<file path="src/hw/rtl/multi_queue_manager_with_join_macros.svh">
// Assertion macros used by the queue manager datapath.
`ifndef MULTI_QUEUE_MANAGER_WITH_JOIN_MACROS_SVH
`define MULTI_QUEUE_MANAGER_WITH_JOIN_MACROS_SVH

// Same-cycle implication, checked outside reset.
`define MQJ_ASSERT_IMP(label, ante, cons, msg) \
  label: assert property (@(posedge clk_i) disable iff (!rst_ni) (ante) |-> (cons)) \
    else $error(msg);

// Next-cycle implication, checked outside reset.
`define MQJ_ASSERT_NXT(label, ante, cons, msg) \
  label: assert property (@(posedge clk_i) disable iff (!rst_ni) (ante) |=> (cons)) \
    else $error(msg);

`endif

</file>
<file path="src/hw/rtl/mqj_pkg.sv">
// Package with types and constants of the multi-queue manager.
package mqj_pkg;

  localparam int unsigned QueuesDefault = 128;
  localparam int unsigned NodesDefault  = 1024;
  localparam int unsigned IdBitsDefault = 16;
  localparam int unsigned QselBits      = 7;
  localparam int unsigned IdPortBits    = 16;
  localparam logic [7:0]  ActiveReset   = 8'd128;

  typedef enum logic [1:0] {
    OP_ADD   = 2'd0,
    OP_LEAVE = 2'd1,
    OP_JOIN  = 2'd2
  } op_e;

  typedef enum logic [1:0] {
    ST_OK    = 2'd0,
    ST_EMPTY = 2'd1,
    ST_FULL  = 2'd2,
    ST_BADQ  = 2'd3
  } status_e;

  typedef enum logic [1:0] {
    PATH_NONE,
    PATH_ADD,
    PATH_LEAVE,
    PATH_JOIN
  } path_e;

  typedef enum logic [2:0] {
    S_IDLE,
    S_CHECK,
    S_DEST,
    S_NODE,
    S_EXEC,
    S_DONE
  } state_e;

  typedef struct packed {
    logic capture;
    logic check;
    logic rd_dst;
    logic rd_node;
    logic exec;
    logic load_out;
  } cmd_t;

  typedef struct packed {
    path_e path;
    logic  out_free;
  } stat_t;

endpackage

</file>
<file path="src/hw/rtl/mqj_ctrl.sv">
// Controller state machine that sequences one operation at a time.
module mqj_ctrl (
  input  logic               clk_i,
  input  logic               rst_ni,
  input  logic               in_valid_i,
  output logic               in_stall_o,
  input  mqj_pkg::stat_t     stat_i,
  output mqj_pkg::cmd_t      cmd_o
);

  mqj_pkg::state_e state_q, state_d;

  always_ff @(posedge clk_i or negedge rst_ni) begin
    if (!rst_ni) begin
      state_q <= mqj_pkg::S_IDLE;
    end else begin
      state_q <= state_d;
    end
  end

  always_comb begin
    state_d    = state_q;
    cmd_o      = '0;
    in_stall_o = 1'b1;
    unique case (state_q)
      mqj_pkg::S_IDLE: begin
        in_stall_o = 1'b0;
        if (in_valid_i) begin
          cmd_o.capture = 1'b1;
          state_d       = mqj_pkg::S_CHECK;
        end
      end
      mqj_pkg::S_CHECK: begin
        cmd_o.check = 1'b1;
        unique case (stat_i.path)
          mqj_pkg::PATH_ADD:   state_d = mqj_pkg::S_EXEC;
          mqj_pkg::PATH_LEAVE: state_d = mqj_pkg::S_NODE;
          mqj_pkg::PATH_JOIN:  state_d = mqj_pkg::S_DEST;
          default:             state_d = mqj_pkg::S_DONE;
        endcase
      end
      mqj_pkg::S_DEST: begin
        cmd_o.rd_dst = 1'b1;
        state_d      = mqj_pkg::S_EXEC;
      end
      mqj_pkg::S_NODE: begin
        cmd_o.rd_node = 1'b1;
        state_d       = mqj_pkg::S_EXEC;
      end
      mqj_pkg::S_EXEC: begin
        cmd_o.exec = 1'b1;
        state_d    = mqj_pkg::S_DONE;
      end
      mqj_pkg::S_DONE: begin
        if (stat_i.out_free) begin
          cmd_o.load_out = 1'b1;
          state_d        = mqj_pkg::S_IDLE;
        end
      end
      default: state_d = mqj_pkg::S_IDLE;
    endcase
  end

endmodule

</file>
<file path="config.mk">
export PLATFORM = sky130hd
export DESIGN_NAME = mqj_ctrl
export DESIGN_NICKNAME = d
export VERILOG_FILES = /design/src/hw/rtl/multi_queue_manager_with_join_macros.svh /design/src/hw/rtl/mqj_pkg.sv /design/src/hw/rtl/mqj_ctrl.sv
export SDC_FILE = /design/constraint.sdc
export NUM_CORES = 1
export LEC_CHECK = 0
export BUFFER_PORTS_ARGS = -buffer_cell sky130_fd_sc_hd__buf_2
export CAP_MARGIN = 20
export CORE_AREA = 2 2 39 41
export CTS_CLUSTER_SIZE = 12
export DETAILED_ROUTE_END_ITERATION = 10
export DIE_AREA = 0 0 41 43
export PLACE_DENSITY_LB_ADDON = 0.1
export REMOVE_ABC_BUFFERS = 1
export SLEW_MARGIN = 10
export SYNTH_ARGS = -nofsm -noshare
export SYNTH_HDL_FRONTEND = slang
export SYNTH_SLANG_ARGS = --single-unit
</file>
<file path="constraint.sdc">
create_clock -name clk_i -period 1.7 [get_ports clk_i]
set_input_delay 0.085 -clock clk_i [delete_from_list [all_inputs] [get_ports clk_i]]
set_output_delay 0.085 -clock clk_i [all_outputs]
set_load 0.01 [all_outputs]
</file>
==> flow_summary.ini <==
[clock_network]
cts_hold_buf = 1
cts_resized = 0
cts.sinks = 3
cts_tree = done
clock_path_buffers = 2
clkTransAtPathRegs_ns = 0.04
cts_max_level = 1
clock_latency_ns = 0.23
cts_buffers = 3
root_buffer = clkbuf_4
post_cts_buffers = 0

[power]
leakage_uw = 0.0001598
powerDensity_nw_per_um2 = 1714
vdd_drop_max_v = 0.0005455

[final_layout]
largestRegisters = state_q (3)
regMostFlops = state_q
drive_above_1_share_pct = 42.50
largest_reg_flops = 3
area_growth_pct = 48.78
antennaDiodeCount = 0
nFillCells = 158
nets = 47

[floorplanning]
coreArea_um2 = 1384
die_x_um = 41
ioPinCount = 13
start_util_pct = 14.83
fp.dieArea_um2 = 1763
die_h_um = 43
rows = 14

[timing]
layout_setup_ws_ns = 0.3150
slew_headroom_pct = 80.59
period_share_pct = 81.47
tightest_slew_ns = 0.2912
finalClockSkew_ns = 0.002589
max_freq_ghz = 0.7220
rsz0062_at_grt = false
setup_viol = 0
hold_violations = 0
finalMaxSlewViolations = 0
fin_crit_ns = 1.385
setup_tns_ns = 0

[yosys]
ys_top_cells_by_count = dfrtp_1, nor2_1
yosysTopAreaCellShare_pct = 36.59
async_flop_share_pct = 100.0
yosysUniqueCellTypes = 16
ys.flop_type = dfrtp_1
ys_warn_count = 0
synth_area_leaders = dfrtp_1, nor3b_1, nand2b_1
synthesis.instances = 25
syn_avg_cell_area_um2 = 8.208
syn_area_um2 = 205.2
synth_edf_count = 0
ys_seq_elements = 3
yosys.area.top_type = dfrtp_1
synth_seq_area_share_pct = 36.59

[min_path]
hp-class = input port to register

[critical_path]
worstPathBufferInverterCount = 1
crit_required_ns = 1.62
worstPathArrival_ns = 1.30
slowest_delay_ns = 0.45
cp-end-kind = primary output
worstSetupStartpointType = register
path_cells = or3_4 -> nor2_2 -> buf_2
crit_path_max_fanout = 9
slowest_stage = dfrtp_1
crit_type = register to primary output
crit_family = simple AND/OR/NAND/NOR gates

[drt]
detail_route.first_pass.iterations = 4
viasPerCell = 3.875
ant_nets = 0
drt-initial-drc-count = 3
drt-total-wl_um = 487
drc = 0
wl_per_cell_um = 8.696
dr_total_vias = 217

[global_route]
grt_max_degree = 12
grt_pass1_wl_um = 724
gr-total-overflow = 0
antenna_found_initial = 0
grt_pass1_vias = 195
gr-usage-all-layers_pct = 6.935

[placed_design]
port_buffers = 12
place.gp.congestion = 0.6329
post-place-ws_ns = 0.5490
hpwl_um = 389.6

[outcome]
outcome = finished, final reports clean

[run]
drv_cap = 0
==> final timing paths <==
path	start	endpoint	slack, ns	cells after the start
min in group asynchronous	rst_ni	state_q[1]$_DFFE_PN0P_	0.18	2
setup reg to reg	state_q[1]$_DFFE_PN0P_	state_q[2]$_DFFE_PN0P_	0.74	3
hold / removal	stat_i[2]	state_q[1]$_DFFE_PN0P_	0.08	3
hold reg to reg	state_q[1]$_DFFE_PN0P_	state_q[1]$_DFFE_PN0P_	0.58	1
setup / recovery	state_q[2]$_DFFE_PN0P_	cmd_o[5]	0.31	3
max in group asynchronous	rst_ni	state_q[2]$_DFFE_PN0P_	1.41	2
==> stage by stage <==
| stage | power (uW) | utilization [%] | instance area [um^2] | hold WS (ns) | std cells |
|---|---|---|---|---|---|
| floorplan | 312.1 | - | 188.9 | -0.2106 | 23 |
| global placement | 404.0 | 19.44 | 269.0 | -0.1179 | 51 |
| detailed placement | 404.3 | 19.44 | 269.0 | -0.1140 | 51 |
| CTS | 535.8 | 22.06 | 305.3 | 0.08084 | 56 |
| global route | 576.8 | 22.06 | 305.3 | 0.07613 | 56 |
| finish | 523.4 | 22.06 | 305.3 | 0.08264 | 56 |
==> cells by family (layout without fill, tap and decap cells) <==
group                  after synthesis  in the layout  share of synthesized area [%]
buffers and inverters                4             19                          11.58
DFF                                  3              3                          36.58
AOI/OAI and AO/OA                    5              5                          14.03
and+or+nand+nor                     13             13                          37.80
==> worst min-delay path, cell delays in order <==
cell,delay (ns)
buf_2,0.10
nand2_1,0.05
nor3_1,0.04
==> metal layers <==
layer | global-route usage (%) | wire length [um]
met1 | 5.484 | 207
met2 | 9.688 | 223
met3 | 7.853 | 55
met4 | 4.000 | 0
met5 | 0 | 0
==> where the power goes <==
group	total, uW	internal, uW	switching, uW
combinational	224	121	103
clock	124	87.9	35.9
sequential	176	104	72.0
total	523	312	211
==> layout make-up <==
class / instances / area [um^2] / area share [%]
multi-input combinational: 18 / 106.4 / 34.84
sequential: 3 / 75.07 / 24.59
timing repair buffer: 13 / 70.07 / 22.95
clock buffer: 4 / 26.28 / 8.607
tap: 16 / 20.02 / 6.557
inverter: 2 / 7.507 / 2.459
==> cell usage in the layout (no fill, tap or decap) <==
master	Yosys	final
buf_2	1	12
nor2_1	3	3
clkbuf_4	0	3
dfrtp_1	3	3
nor3b_1	2	2
nand2b_1	2	2
nand2_1	2	2
inv_1	2	2
a21oi_1	2	2
and3b_1	1	1
or3_4	1	1
nor2_2	1	1
a31oi_1	1	1
o21a_1	1	1
nor3_1	1	1
o21ai_0	1	1
clkbuf_1	0	1
dlygate4sd3_1	0	1
Note: power is estimated with default switching activity, not from simulation.
